--- src/hdl/event_log_record_decoder_defines.svh ---
// Assertion macros for the event log record decoder RTL.
// Expects clk_i and rst_ni in the scope where a macro is used.
`ifndef EVENT_LOG_RECORD_DECODER_DEFINES_SVH
`define EVENT_LOG_RECORD_DECODER_DEFINES_SVH

// Same-cycle implication, disabled during reset.
`define ERD_ASSERT_NOW(label, ante, cons) \
  label: assert property (@(posedge clk_i) disable iff (!rst_ni) (ante) |-> (cons)) \
    else $error("erd assertion failed");

// Next-cycle implication, disabled during reset.
`define ERD_ASSERT_NEXT(label, ante, cons) \
  label: assert property (@(posedge clk_i) disable iff (!rst_ni) (ante) |=> (cons)) \
    else $error("erd assertion failed");

`endif

--- src/hdl/erd_pkg.sv ---
// Types and constants for the event log record decoder.
// No dependencies; used by erd_decode and event_log_record_decoder.
`default_nettype none

package erd_pkg;

  localparam int unsigned TimeShift = 3;

  // lead byte types, bits 7:6
  localparam logic [1:0] LEAD_CMD     = 2'd0;
  localparam logic [1:0] LEAD_NOTIFY  = 2'd1;
  localparam logic [1:0] LEAD_RELTIME = 2'd2;
  localparam logic [1:0] LEAD_EMIT    = 2'd3;

  // command values, bits 5:0
  localparam logic [5:0] CMD_BEGIN    = 6'd1;
  localparam logic [5:0] CMD_END      = 6'd2;
  localparam logic [5:0] CMD_OVERFLOW = 6'd3;
  localparam logic [5:0] CMD_MARKTIME = 6'd4;

  // trailing-byte state
  localparam logic [1:0] PEND_NONE = 2'd0;
  localparam logic [1:0] PEND_MARK = 2'd1;
  localparam logic [1:0] PEND_EMIT = 2'd2;

  localparam logic [2:0] MARK_BYTES = 3'd4;

  typedef enum logic [2:0] {
    KIND_BEGIN    = 3'd0,
    KIND_END      = 3'd1,
    KIND_OVERFLOW = 3'd2,
    KIND_MARKTIME = 3'd3,
    KIND_NOTIFY   = 3'd4,
    KIND_EMIT     = 3'd5,
    KIND_RELTIME  = 3'd6,
    KIND_UNKNOWN  = 3'd7
  } kind_e;

  typedef struct packed {
    logic        valid;
    kind_e       kind;
    logic [5:0]  obj_idx;
    logic [5:0]  sig_idx;
    logic [5:0]  command_value;
    logic [31:0] current_time;
  } result_t;

endpackage

`default_nettype wire

--- src/hdl/erd_decode.sv ---
// Record decode state and per-byte decode logic.
// Depends on erd_pkg and event_log_record_decoder_defines.svh.
`default_nettype none

`include "event_log_record_decoder_defines.svh"

module erd_decode (
  input  wire logic             clk_i,
  input  wire logic             rst_ni,
  input  wire logic             take_i,
  input  wire logic [7:0]       log_byte_i,
  output erd_pkg::result_t      result_o
);

  logic [31:0] time_q,     time_d;
  logic [1:0]  pend_q,     pend_d;
  logic [2:0]  remain_q,   remain_d;
  logic [31:0] assembly_q, assembly_d;
  logic [5:0]  held_q,     held_d;
  logic        stopped_q,  stopped_d;

  erd_pkg::result_t res;
  logic [1:0]       lead_type;
  logic [5:0]       lead_val;
  logic [31:0]      mark_shift;

  assign lead_type  = log_byte_i[7:6];
  assign lead_val   = log_byte_i[5:0];
  assign mark_shift = {log_byte_i, assembly_q[31:8]};

  always_comb begin
    time_d     = time_q;
    pend_d     = pend_q;
    remain_d   = remain_q;
    assembly_d = assembly_q;
    held_d     = held_q;
    stopped_d  = stopped_q;

    res               = '0;
    res.kind          = erd_pkg::KIND_BEGIN;

    if (take_i && !stopped_q) begin
      case (pend_q)
        erd_pkg::PEND_MARK: begin
          assembly_d = mark_shift;
          if (remain_q <= 3'd1) begin
            remain_d  = 3'd0;
            pend_d    = erd_pkg::PEND_NONE;
            time_d    = mark_shift;
            res.valid = 1'b1;
            res.kind  = erd_pkg::KIND_MARKTIME;
          end else begin
            remain_d = remain_q - 3'd1;
          end
        end
        erd_pkg::PEND_EMIT: begin
          pend_d      = erd_pkg::PEND_NONE;
          remain_d    = 3'd0;
          res.valid   = 1'b1;
          res.kind    = erd_pkg::KIND_EMIT;
          res.obj_idx = held_q;
          res.sig_idx = lead_val;
        end
        default: begin
          // no trailing bytes due (unused code treated the same)
          pend_d = erd_pkg::PEND_NONE;
          case (lead_type)
            erd_pkg::LEAD_CMD: begin
              case (lead_val)
                erd_pkg::CMD_BEGIN: begin
                  res.valid = 1'b1;
                  res.kind  = erd_pkg::KIND_BEGIN;
                end
                erd_pkg::CMD_END: begin
                  stopped_d = 1'b1;
                  res.valid = 1'b1;
                  res.kind  = erd_pkg::KIND_END;
                end
                erd_pkg::CMD_OVERFLOW: begin
                  res.valid = 1'b1;
                  res.kind  = erd_pkg::KIND_OVERFLOW;
                end
                erd_pkg::CMD_MARKTIME: begin
                  pend_d     = erd_pkg::PEND_MARK;
                  remain_d   = erd_pkg::MARK_BYTES;
                  assembly_d = '0;
                end
                default: begin
                  stopped_d         = 1'b1;
                  res.valid         = 1'b1;
                  res.kind          = erd_pkg::KIND_UNKNOWN;
                  res.command_value = lead_val;
                end
              endcase
            end
            erd_pkg::LEAD_NOTIFY: begin
              res.valid   = 1'b1;
              res.kind    = erd_pkg::KIND_NOTIFY;
              res.obj_idx = lead_val;
            end
            erd_pkg::LEAD_RELTIME: begin
              time_d    = time_q + {23'd0, lead_val, 3'd0};
              res.valid = 1'b1;
              res.kind  = erd_pkg::KIND_RELTIME;
            end
            default: begin
              pend_d   = erd_pkg::PEND_EMIT;
              remain_d = 3'd1;
              held_d   = lead_val;
            end
          endcase
        end
      endcase
    end
    res.current_time = time_d;
  end

  assign result_o = res;

  always_ff @(posedge clk_i or negedge rst_ni) begin
    if (!rst_ni) begin
      time_q     <= '0;
      pend_q     <= erd_pkg::PEND_NONE;
      remain_q   <= '0;
      assembly_q <= '0;
      held_q     <= '0;
      stopped_q  <= 1'b0;
    end else begin
      time_q     <= time_d;
      pend_q     <= pend_d;
      remain_q   <= remain_d;
      assembly_q <= assembly_d;
      held_q     <= held_d;
      stopped_q  <= stopped_d;
    end
  end

  // once stopped, stays stopped and silent until reset
  `ERD_ASSERT_NEXT(a_stop_sticky, stopped_q, stopped_q)
  `ERD_ASSERT_NOW(a_stop_silent, stopped_q, !res.valid)
  // marktime countdown stays in range while pending
  `ERD_ASSERT_NOW(a_mark_count, pend_q == erd_pkg::PEND_MARK,
                  remain_q != 3'd0 && remain_q <= erd_pkg::MARK_BYTES)
  // time only moves on a reported marktime or reltime
  `ERD_ASSERT_NOW(a_time_move, time_d != time_q,
                  res.valid && (res.kind == erd_pkg::KIND_MARKTIME ||
                                res.kind == erd_pkg::KIND_RELTIME))

endmodule

`default_nettype wire

--- src/hdl/event_log_record_decoder.sv ---
// Event log record decoder: one log byte in per transfer, one record out when complete.
// Path: input register, then decode, then result register.
// Throughput: one byte per cycle while the output is not stalled.
// Reset clears decode state, running time and both valid flags at once.
// Depends on erd_pkg and erd_decode.
`default_nettype none

module event_log_record_decoder (
  input  wire logic        clk_i,
  input  wire logic        rst_ni,
  input  wire logic        in_valid_i,
  output logic             in_stall_o,
  input  wire logic [7:0]  log_byte_i,
  output logic             out_valid_o,
  input  wire logic        out_stall_i,
  output logic [2:0]       record_kind_o,
  output logic [5:0]       object_index_o,
  output logic [5:0]       signal_index_o,
  output logic [5:0]       command_value_o,
  output logic [31:0]      current_time_o
);

  logic             byte_valid_q;
  logic [7:0]       byte_q;
  logic             out_valid_q;
  erd_pkg::result_t out_q;
  erd_pkg::result_t res;
  logic             advance;

  // the staged byte moves on when the result register is free or draining
  assign advance    = byte_valid_q && (!out_valid_q || !out_stall_i);
  assign in_stall_o = byte_valid_q && !advance;

  erd_decode u_decode (
    .clk_i      (clk_i),
    .rst_ni     (rst_ni),
    .take_i     (advance),
    .log_byte_i (byte_q),
    .result_o   (res)
  );

  always_ff @(posedge clk_i or negedge rst_ni) begin
    if (!rst_ni) begin
      byte_valid_q <= 1'b0;
      out_valid_q  <= 1'b0;
    end else begin
      if (!in_stall_o) begin
        byte_valid_q <= in_valid_i;
      end
      if (advance) begin
        out_valid_q <= res.valid;
      end else if (!out_stall_i) begin
        out_valid_q <= 1'b0;
      end
    end
  end

  always_ff @(posedge clk_i) begin
    if (!in_stall_o && in_valid_i) begin
      byte_q <= log_byte_i;
    end
    if (advance && res.valid) begin
      out_q <= res;
    end
  end

  assign out_valid_o     = out_valid_q;
  assign record_kind_o   = out_q.kind;
  assign object_index_o  = out_q.obj_idx;
  assign signal_index_o  = out_q.sig_idx;
  assign command_value_o = out_q.command_value;
  assign current_time_o  = out_q.current_time;

endmodule

`default_nettype wire
--- config.mk ---
export PLATFORM = sky130hd
export DESIGN_NAME = event_log_record_decoder
export DESIGN_NICKNAME = d
export VERILOG_FILES = /design/src/hdl/erd_pkg.sv /design/src/hdl/erd_decode.sv /design/src/hdl/event_log_record_decoder.sv
export VERILOG_INCLUDE_DIRS = /design/src /design/src/hdl
export SDC_FILE = /design/constraint.sdc
export NUM_CORES = 1
export LEC_CHECK = 0
export BUFFER_PORTS_ARGS = -buffer_cell sky130_fd_sc_hd__buf_2
export CAP_MARGIN = 30
export CORE_ASPECT_RATIO = 1.75
export CORE_MARGIN = 1.5
export CORE_UTILIZATION = 59
export DETAILED_ROUTE_END_ITERATION = 6
export HOLD_SLACK_MARGIN = 0.05
export PLACE_DENSITY_LB_ADDON = 0.1
export SLEW_MARGIN = 20
export SYNTH_ARGS = -nofsm -noshare
export SYNTH_HDL_FRONTEND = slang
export SYNTH_SLANG_ARGS = --single-unit
--- constraint.sdc ---
create_clock -name clk_i -period 5.7 [get_ports clk_i]
set_input_delay 1.14 -clock clk_i [delete_from_list [all_inputs] [get_ports clk_i]]
set_output_delay 1.14 -clock clk_i [all_outputs]
set_load 0.05 [all_outputs]
======== After elaboration in Yosys (flattened, before gate mapping) ========
Index checks and enable logic that the tools add are counted.
word-level totals
  bits in registers ....................... 139
  input port bits ......................... 12
  output and inout port bits .............. 55
  logic and storage cells ................. 89
operators by class
  reductions and logical operators ........ 26
  bitwise operators ....................... 6
  mux-type cells .......................... 28
  equality and inequality tests ........... 12
  magnitude comparators ................... 1
  add/subtract/negate cells ............... 2
operators by type and width
  cell                  number
  $mux W32              5
  $pmux W32 S2          2
  $add A32 B9 Y32       1
  $mux W6               5
  $mux W22              1
  $pmux W4 S4           1
  $eq A6 B2 Y1 const B  2
  $pmux W3 S2           2
  $pmux W4 S3           1
  $pmux W6 S2           1
  $pmux W2 S2           2
  $pmux W4 S2           1
  $reduce_and A4 Y1     2
  $reduce_or A8 Y1      1
  $eq A6 B1 Y1 const B  1
  $eq A6 B3 Y1 const B  1
  $mux W3               2
  $not A1 Y1            6
  $reduce_and A3 Y1     2
  $reduce_or A3 Y1      2
  $logic_and A1 B1 Y1   5
  $logic_not A1 Y1      5
  $eq A2 B1 Y1 const B  2
  $eq A2 B2 Y1 const B  2
  other kinds (14)      20

======== Longest topological paths before layout ========
Gate-level depths: netlist of the first run.
  depth after elaboration ................. 7
  gate-level depth with buffers ........... 9
  gate-level depth less buffers ........... 8

======== Hierarchy ========
A second synthesis of the first run with hierarchy kept.
unflattened totals
  cells, all modules ...................... 589
  area total of the unflattened synthesis .. 6357.3 sq um
modules (own cells, without submodules)
  module                    area each (sq um)  times used  sequential area each (sq um)  cells an instance
  erd_decode                4426.7             1           1701.6                        517
  event_log_record_decoder  1930.6             1           1881.8                        72

======== Worst setup path after synthesis of the first run ========
No wires, ideal clock.
  path type ............................... input-to-reg
  start ................................... in out_stall_i
  end ..................................... reg out_q (netlist bit command_value_o[0]) (enable)
  arrival time ............................ 3856 ps
  library setup time ...................... 464 ps
  setup slack ............................. 1380 ps
  cell stages on the path ................. 4
  cells stage by stage .................... nand2_1 -> nand2_1 -> clkbuf_1 -> nor2_1
between the ends
  cells in the longest elaborated chain, start to end .. 6
RTL lines
  element                  RTL line                        source
  from (decl)              event_log_record_decoder.sv:15  input wire logic out_stall_i,
  $logic_not A1 Y1 (*)     --
  $logic_or A1 B1 Y1 (*)   event_log_record_decoder.sv:31  assign advance = byte_valid_q && (!out_valid_q || !out_stall_i);
  $logic_and A1 B1 Y1 (*)  event_log_record_decoder.sv:31
  $logic_and A1 B1 Y1      erd_decode.sv:42                if (take_i && !stopped_q) begin
  $mux W22                 erd_decode.sv:42
  $logic_and A1 B1 Y1 (*)  event_log_record_decoder.sv:62  if (advance && res.valid) begin
  to (signal assigned)     event_log_record_decoder.sv:63  out_q <= res;
  to (decl)                event_log_record_decoder.sv:26  erd_pkg::result_t out_q;
Every way passes the cells marked *; elsewhere a longest branch is shown, timed or not.
A chain may end at the register's enable or synchronous reset.

======== Worst setup path in the final report of the first run ========
  start ................................... reg u_decode.pend_q[0]
  end ..................................... reg out_q (netlist bit current_time_o[19]) (enable)
between the ends
  cells in the longest elaborated chain, start to end .. 4
RTL lines
  element                                              RTL line                        source
  from (decl)                                          erd_decode.sv:16                logic [1:0] pend_q, pend_d;
  from (signal assigned)                               erd_decode.sv:123               pend_q <= erd_pkg::PEND_NONE;
  from (signal assigned)                               erd_decode.sv:130               pend_q <= pend_d;
  $eq A2 B2 Y1 / $eq A2 B1 Y1 (equally long branches)  erd_decode.sv:43                case (pend_q)
  $pmux W4 S2 (*)                                      erd_decode.sv:43
  $mux W22 (*)                                         erd_decode.sv:42
  $logic_and A1 B1 Y1 (*)                              event_log_record_decoder.sv:62
Marked as above.

==> flow_summary.json, run 1 <==
{
  "status": "complete, no violations",
  "critPathMaxStageDelay_ns": 0.65,
  "numCtsBuffers": 17,
  "power_mw": 2.91,
  "cap_violations": 0,
  "max_freq_ghz": 0.292,
  "critPathTopFamily": "simple AND/OR/NAND/NOR gates",
  "synthSimpleGateAreaFrac_pct": 14.5,
  "start_util_pct": 60.1,
  "synth_compound_area_share_pct": 16.8,
  "drc": 0,
  "r2r-end": "current_time_o[19]",
  "hpwl_mm": 10.4,
  "synthAdderAreaFrac_pct": 3.40,
  "critPathBufInv": 2,
  "die_h_um": 138,
  "endpoint_kind": "register",
  "path_max_fanout": 39,
  "async_reset_ff_share_pct": 53.4,
  "grt_max_degree": 71,
  "diodes": 0,
  "crit_start": "u_decode.pend_q[0]",
  "synth_edf_count": 61,
  "r2r_start": "u_decode.pend_q[0]",
  "synth_top_family_by_area": "compound AO/OA/AOI/OAI gates",
  "coreArea_sq_mm": 0.0102,
  "finalCriticalPeriod_ns": 3.43,
  "antenna_found_initial": 0,
  "p_per_area_mw_per_mm2": 408,
  "synth_area_sq_mm": 0.00612,
  "nFillCells": 763,
  "viasPerCell": 6.41,
  "drive_gt1_share_pct": 19.2,
  "rsz0062_at_grt": "no",
  "final.setup.tns_ns": 0,
  "synth_cell_types": 62,
  "ys_ff_latch": 131,
  "yosys.area.top_type": "edfxtp_1",
  "cts_root_buf": "clkbuf_16",
  "muxShareOfSynthArea_pct": 2.58,
  "synth_ff_type": "dfrtp_1",
  "clock_latency_ns": 0.42,
  "holdPathEnd": "u_decode.stopped_q",
  "post-synth-top-count-cell": "nand2_1",
  "grt_pass1_vias": 4745,
  "h-tree-depth": 4,
  "worst_pin_slew_ns": 0.874,
  "critPathRequiredTime_ns": 5.75,
  "placed_cell_area_sq_mm": 0.00659,
  "syn_inst": 549,
  "crit_path_top_delay_cell": "ha_1",
  "cts_hold_buffers": 0,
  "relSlewSlack_pct": 41.4,
  "final_area_sq_mm": 0.00713,
  "slew_violations": 0,
  "start_kind": "register",
  "postRouteAntennaNets": 0,
  "synth_xor_area_share_pct": 0.716,
  "synth_top_area_share_pct": 29.9,
  "area_growth_pct": 16.6,
  "ctsResizeCount": 0,
  "min_path_type": "reg -> reg",
  "ios": 67,
  "cts_tree": "done",
  "drt-initial-drc-count": 452,
  "crit_arrival_ns": 3.47,
  "drt_pass1_iterations": 6,
  "p_leak_nw": 2.87,
  "cts_setup_buffers": 0,
  "cts_sinks": 131,
  "reg2reg_setup_slack_ns": 2.27,
  "dieWidth_um": 80.0,
  "clockBufferDepth": 2,
  "globalplace.congestion": 0.989,
  "num-nets-final": 645,
  "setup_viol": 0,
  "cp_cell_sequence": "inv_1 > ha_1 > nand2b_1 > a211oi_1 > nor2_1 > o31a_1 > nor2_4 > buf_4",
  "syn_nets": 577,
  "ys_top_cells_by_area": "edfxtp_1 (30%), dfrtp_1 (29%), nand2_1 (4.7%)",
  "yosysSeqAreaShare_pct": 58.6,
  "fin_crit_sh_pct": 60.1,
  "r2r_cells": 8,
  "track_usage_pct": 30.1,
  "grt_pass1_wl_mm": 24.3,
  "drt-total-wl_mm": 15.6,
  "die-area_sq_mm": 0.0110,
  "grt_overflow": 0,
  "whs_path_depth": 1,
  "wl_per_cell_um": 20.6,
  "peakVddDrop_mv": 0.255,
  "hp-start": "u_decode.stopped_q",
  "dr_total_vias": 4854,
  "yosys-top-cells-count": "nand2_1 (76), dfrtp_1 (70), edfxtp_1 (61), o21ai_0 (40), nor2_1 (30)",
  "hold_viol_final": 0,
  "syn_area_per_cell_sq_um": 11.1,
  "ys_warn_count": 0,
  "skew_ns": 0.0101,
  "rows": 49,
  "critPathKind": "reg -> reg",
  "portBuffers": 66,
  "clk_pin_slew_ns": 0.05
}
## worst reg2reg max path, delay by kind of cell (launching register included)
family,cells,cell delay (ns)
buf+inv,2,0.61
flops,1,0.38
compound gates,2,0.54
fa+ha+maj,1,0.65
simple gates,3,0.85
## metrics by stage
step	setup WS (ns)	cells	util, %	hold WS (ns)
2_1_floorplan	1.38	549	-	0.442
3_3_place_gp	2.43	724	64.7	0.464
5_1_grt	2.06	757	70.1	0.509
3_5_place_dp	2.31	724	64.7	0.482
4_1_cts	2.31	756	69.8	0.501
6_report	2.27	757	70.1	0.488
## sequential cells by signal, summed over array words and instances (netlist names), 6 cells and up
| signal | count |
|---|---|
| signal_index_o | 6 |
| u_decode.time_q | 32 |
| object_index_o | 6 |
| u_decode.held_q | 6 |
| byte_q | 8 |
| u_decode.assembly_q | 24 |
| command_value_o | 6 |
| current_time_o | 32 |
## cell type report
| class | instances | area [sq um] | share of cell area [%] |
|---|---|---|---|
| Tap cell | 127 | 159 | 2.23 |
| Multi-Input combinational cell | 365 | 2340 | 32.8 |
| Clock inverter | 9 | 60.1 | 0.842 |
| Clock buffer | 23 | 458 | 6.42 |
| Timing Repair Buffer | 79 | 448 | 6.28 |
| Sequential cell | 131 | 3580 | 50.2 |
| Inverter | 23 | 86.3 | 1.21 |
## cell usage in the layout, fill, tap and decap left out, types with 5 or more instances in the layout
cell,count
nand2_1,76
dfrtp_1,70
buf_2,66
edfxtp_1,61
o21ai_0,40
nor2_1,29
inv_1,22
nand3_1,17
clkbuf_16,17
and3_1,15
ha_1,15
a22oi_1,12
buf_4,12
o21ai_1,11
a32oi_1,11
a21oi_1,9
a211oi_1,9
mux2i_1,9
nand4_1,8
a221o_1,8
a21o_1,6
o211ai_1,6
mux2_2,6
nand2b_1,5
nor2b_1,5
clkbuf_1,5
## per-layer routing
| layer | wire length, um | vias up | track usage (%) |
|---|---|---|---|
| met2 | 8320 | 261 | 50.3 |
| met5 | 0 | - | 0 |
| met3 | 924 | 54 | 6.29 |
| li1 | - | 2183 | - |
| met1 | 5750 | 2356 | 35.6 |
| met4 | 634 | 0 | 17.1 |
## cells by family after synthesis
logic type,after synthesis
DFF,131
and+or+nand+nor,185
xor gates and xnor gates,5
buffers and inverters,53
adders and majority gates,16
muxes,15
AOI/OAI and AO/OA,144
## how the worst max path moves through the flow
stage | endpoint | slack [ns] | cells past startpoint
after CTS | signal_index_o[1] | 2.31 | 8
after global placement | current_time_o[20] | 2.43 | 8
after global routing | current_time_o[23] | 2.06 | 8
after detailed placement | current_time_o[20] | 2.31 | 8
after floorplan | command_value_o[0] | 1.38 | 4
final | current_time_o[19] | 2.27 | 8
## report_power, final
part	switching [mW]	internal, mW
Clock	0.390	0.565
Sequential	0.0979	1.13
Combinational	0.495	0.234
Power figures use the tool's default switching activity.
==> run 2, diff against run 1 <==
--- a/config.mk
+++ b/config.mk
@@ -10,7 +10,7 @@
 export CAP_MARGIN = 30
 export CORE_ASPECT_RATIO = 1.75
 export CORE_MARGIN = 1.5
-export CORE_UTILIZATION = 59
+export CORE_UTILIZATION = 53
 export DETAILED_ROUTE_END_ITERATION = 6
 export HOLD_SLACK_MARGIN = 0.05
 export PLACE_DENSITY_LB_ADDON = 0.1
==> constraint.sdc (replaced) <==
create_clock -name clk_i -period 2.99 [get_ports clk_i]
set_input_delay 0.598 -clock clk_i [delete_from_list [all_inputs] [get_ports clk_i]]
set_output_delay 0.598 -clock clk_i [all_outputs]
set_load 0.05 [all_outputs]
==> run 2 against run 1 <==
Effect of this change: largest cell class unchanged; clock skew decreased by 0.0029 ns; first-iteration DRC count decreased by 4.4%; sequential cell count unchanged; via count decreased by 1.4%; register-to-register slack got worse by 2.1 ns; maximum frequency increased by 21%.
==> flow_summary.json, run 2 (synthesis gave the netlist of run 1 again) <==
{
  "grt_pass1_wl_mm": 25.9,
  "portBuffers": 66,
  "cp_cell_sequence": "ha_1 > inv_1 > fa_1 > nor2b_1 > o2111ai_1 > buf_4 > a211oi_1 > nor2_1 > a211o_1",
  "ctsResizeCount": 0,
  "placed_cell_area_sq_mm": 0.00675,
  "final.setup.tns_ns": 0,
  "reg2reg_setup_slack_ns": 0.16,
  "die-area_sq_mm": 0.0122,
  "fin_crit_sh_pct": 94.7,
  "p_leak_nw": 3.01,
  "drc": 0,
  "clock_latency_ns": 0.42,
  "dr_total_vias": 4785,
  "drt-total-wl_mm": 16.4,
  "clockBufferDepth": 2,
  "min_path_type": "in -> async",
  "start_util_pct": 54.8,
  "worst_pin_slew_ns": 0.911,
  "fin_cells": 779,
  "fin_ws_ns": 0.158,
  "final_common_cell": "nand2_1",
  "skew_ns": 0.00722,
  "r2r_start": "byte_q[0]",
  "crit_arrival_ns": 2.98,
  "clk_pin_slew_ns": 0.06,
  "grt_pass1_vias": 4762,
  "multi_input_area_sq_mm": 0.00234,
  "start_kind": "register",
  "postRouteAntennaNets": 0,
  "critPathRequiredTime_ns": 3.14,
  "finalCriticalPeriod_ns": 2.83,
  "track_usage_pct": 27.9,
  "grt_overflow": 0,
  "max_freq_ghz": 0.353,
  "cts_tree": "done",
  "setup_viol": 0,
  "globalplace.congestion": 0.900,
  "area_growth_pct": 20.7,
  "slew_violations": 0,
  "dp_cells": 746,
  "h-tree-depth": 4,
  "hold-worst-slack_ns": 0.145,
  "rsz0062_at_grt": "no",
  "cts_root_buf": "clkbuf_16",
  "diodes": 0,
  "drt-initial-drc-count": 432,
  "endpoint_kind": "register",
  "viasPerCell": 6.14,
  "critPathKind": "reg -> reg",
  "grt_max_degree": 71,
  "antenna_found_initial": 0,
  "wl_per_cell_um": 21.0,
  "final_area_sq_mm": 0.00738,
  "numCtsBuffers": 17,
  "status": "complete, no violations",
  "register_area_sq_mm": 0.00358,
  "num-nets-final": 662,
  "rows": 51,
  "drive_gt1_share_pct": 21.9,
  "cap_violations": 0,
  "coreArea_sq_mm": 0.0112,
  "p_per_area_mw_per_mm2": 800,
  "cts_sinks": 131,
  "ios": 67,
  "critPathMaxStageDelay_ns": 0.51,
  "hold_viol_final": 0,
  "relSlewSlack_pct": 38.7,
  "cts_hold_buffers": 0,
  "nFillCells": 878,
  "crit_start": "byte_q[0]",
  "die_h_um": 145,
  "hpwl_mm": 11.1,
  "peakVddDrop_mv": 0.518,
  "path_max_fanout": 11,
  "crit_path_top_delay_cell": "a211oi_1",
  "pre_cts_ws_ns": 0.277,
  "dieWidth_um": 84.2,
  "cts_setup_buffers": 0,
  "mostFrequentLayoutCells": "nand2_1 (76), dfrtp_1 (70), buf_2 (66)",
  "drt_pass1_iterations": 6
}
## run 2: cell types whose count changed in the layout (fill, tap and decap cells not counted), moves of 2 or more
cell,previous run,this run
buf_12,0,2
buf_4,12,27
bufinv_16,0,2
clkbuf_1,5,1
clkinv_4,1,3
## run 2: layout make-up
type / instances / share of cell area (%)
clock buffer: 21 / 6.53
clock inverter: 11 / 1.70
multi-input combinational: 365 / 31.7
timing repair buffer: 96 / 8.14
tap: 132 / 2.24
inverter: 23 / 1.17
sequential: 131 / 48.6
## run 2: worst max-delay path: cells and delay by family, from the launching register on
kind            cells  cell delay [ns]
compound gates      3             0.98
fa+ha+maj           2             0.59
flops               1             0.36
simple gates        2             0.36
buf+inv             2             0.29
## run 2: final timing paths
kind | to | cells after the start
min | u_decode.time_q[2] | 2
max | current_time_o[25] | 9
min reg2reg | u_decode.stopped_q | 1
max reg2reg | current_time_o[25] | 9
min in group clk_i | byte_q[5] | 1
max in group asynchronous | u_decode.time_q[25] | 3
## run 2: power by group
part           internal [mW]  switching [mW]
combinational          0.500           0.995
clock                   1.32           0.777
sequential              2.15           0.165
## run 2: per-stage QoR
step | power (mW) | utilization [%]
after floorplan | 3.30 | -
after global placement | 3.77 | 60.4
after detailed placement | 3.81 | 60.4
after CTS | 5.92 | 65.8
after global routing | 6.15 | 66.1
final | 5.91 | 66.1
## run 2: per-layer routing
metal / track usage [%] / vias up / part of all wire [%]
li1: - / 2211 / -
met1: 34.3 / 2352 / 40
met2: 47.9 / 181 / 53
met3: 4.72 / 41 / 4.2
met4: 12.0 / 0 / 3.1
met5: 0 / - / 0
==> run 3, diff against run 2 <==
--- a/config.mk
+++ b/config.mk
@@ -13,7 +13,7 @@
 export CORE_UTILIZATION = 53
 export DETAILED_ROUTE_END_ITERATION = 6
 export HOLD_SLACK_MARGIN = 0.05
-export PLACE_DENSITY_LB_ADDON = 0.1
+export PLACE_DENSITY = 0.76
 export SLEW_MARGIN = 20
 export SYNTH_ARGS = -nofsm -noshare
 export SYNTH_HDL_FRONTEND = slang
==> constraint.sdc (replaced) <==
create_clock -name clk_i -period 2.99 [get_ports clk_i]
set_input_delay 0.7475 -clock clk_i [delete_from_list [all_inputs] [get_ports clk_i]]
set_output_delay 0.7475 -clock clk_i [all_outputs]
set_load 0.05 [all_outputs]
==> run 3 against run 2 <==
Effect of this change: first-iteration DRC count decreased by 5.8%; utilization increased by 0.24 points; clock power increased by 2%; via count increased by 3.2%; sequential share of layout area decreased by 0.17 points; cell count increased by 0.13%; sequential power about the same; critical endpoint is now current_time_o[29]; highest routed layer unchanged.
==> flow_summary.json, run 3 (synthesis gave the netlist of run 1 again) <==
{
  "p_leak_nw": 3.02,
  "diodes": 0,
  "max_freq_ghz": 0.353,
  "rsz0062_at_grt": "no",
  "relSlewSlack_pct": 59.3,
  "setup_viol": 0,
  "h-tree-depth": 4,
  "status": "complete, no violations",
  "finalCriticalPeriod_ns": 2.83,
  "rows": 51,
  "cts_setup_buffers": 0,
  "die_h_um": 145,
  "drive_gt1_share_pct": 22.2,
  "use_met3_pct": 5.46,
  "top_usage_layer": "met2",
  "die-area_sq_mm": 0.0122,
  "clk_pin_slew_ns": 0.06,
  "num-nets-final": 663,
  "nFillCells": 811,
  "cts_root_buf": "clkbuf_16",
  "skew_ns": 0.00719,
  "final.setup.tns_ns": 0,
  "grt_pass1_vias": 5044,
  "hold_viol_final": 0,
  "critPathRequiredTime_ns": 3.15,
  "endpoint_kind": "register",
  "crit_arrival_ns": 2.99,
  "cap_violations": 0,
  "start_kind": "register",
  "portBuffers": 66,
  "min_path_type": "in -> async",
  "track_usage_pct": 27.5,
  "post-route-util_pct": 66.3,
  "postRouteAntennaNets": 0,
  "power_mw": 5.97,
  "grt_max_degree": 71,
  "use_met1_pct": 31.1,
  "start_util_pct": 54.8,
  "dieWidth_um": 84.2,
  "cp_cell_sequence": "ha_1 > inv_1 > fa_1 > nor2b_1 > o2111ai_2 > buf_4 > a2111oi_4 > mux2i_1 > a221o_1",
  "mostFrequentLayoutCells": "nand2_1 (76), dfrtp_1 (70), buf_2 (66)",
  "clock_latency_ns": 0.42,
  "grt_pass1_wl_mm": 25.9,
  "drt-initial-drc-count": 407,
  "wl_per_cell_um": 20.5,
  "grt_overflow": 0,
  "drt_pass1_iterations": 5,
  "antenna_found_initial": 0,
  "critPathMaxStageDelay_ns": 0.40,
  "peakVddDrop_mv": 0.522,
  "final_common_cell": "nand2_1",
  "grtUsageMet2_pct": 46.6,
  "p_per_area_mw_per_mm2": 806,
  "drt-total-wl_mm": 16.0,
  "critPathKind": "reg -> reg",
  "area_growth_pct": 21.1,
  "cts_tree": "done",
  "ios": 67,
  "drc": 0,
  "critPathBufInv": 2,
  "path_max_fanout": 5,
  "dr_total_vias": 4938,
  "coreArea_sq_mm": 0.0112,
  "globalplace.congestion": 0.944,
  "critPathTopFamily": "compound AO/OA/AOI/OAI gates",
  "worst_pin_slew_ns": 0.605,
  "crit_path_top_delay_cell": "fa_1",
  "hpwl_mm": 10.9,
  "fin_crit_sh_pct": 94.7,
  "viasPerCell": 6.33,
  "cts_sinks": 131,
  "slew_violations": 0,
  "clockBufferDepth": 2,
  "numCtsBuffers": 17
}
==> run 3: power by group <==
| group | leakage (nW) | internal, mW | switching, mW | total (mW) |
|---|---|---|---|---|
| Sequential | 1.44 | 2.15 | 0.162 | 2.31 |
| Combinational | 1.28 | 0.501 | 1.00 | 1.50 |
| Clock | 0.303 | 1.37 | 0.778 | 2.15 |
==> run 3: stage by stage <==
step	instance area (sq um)	std cells	worst slack (ns)	hold slack (ns)
after floorplan	6120	549	0.262	0.442
after global placement	6770	748	0.319	0.453
after detailed placement	6770	748	0.174	0.464
after CTS	7400	780	0.118	0.366
after global routing	7410	780	0.0351	0.376
final	7410	780	0.158	0.344
==> run 3: repair_timing <==
| action | CTS | global route |
|---|---|---|
| hold buffers | 0 | 0 |
| setup endpoints to repair | 0 | 3 |
| hold endpoints to repair | 0 | 0 |
| gates resized for setup | 0 | 1 |
==> run 3: path summary, 6_finish.rpt <==
check	slack (ns)	endpoint	cells past startpoint	startpoint
min in group clk_i	0.47	u_decode.stopped_q	1	u_decode.stopped_q
hold reg to reg	0.47	u_decode.stopped_q	1	u_decode.stopped_q
setup / recovery	0.16	current_time_o[29]	9	byte_q[0]
setup reg to reg	0.16	current_time_o[29]	9	byte_q[0]
max in group asynchronous	2.33	u_decode.time_q[20]	2	rst_ni
hold / removal	0.34	u_decode.time_q[5]	2	rst_ni
==> run 3: cell type report <==
type	instances	area, sq um	share of cell area, %
sequential	131	3580	48.4
clock inverter	10	120	1.62
inverter	23	86.3	1.17
tap	132	165	2.23
multi-input combinational	365	2340	31.7
timing repair buffer	97	601	8.11
clock buffer	22	507	6.84
==> run 3: routing by layer <==
| metal | up-vias | part of all wire [%] |
|---|---|---|
| met4 | 0 | 5.6 |
| met1 | 2402 | 37 |
| met3 | 84 | 5.8 |
| li1 | 2212 | - |
| met5 | - | 0 |
| met2 | 240 | 52 |
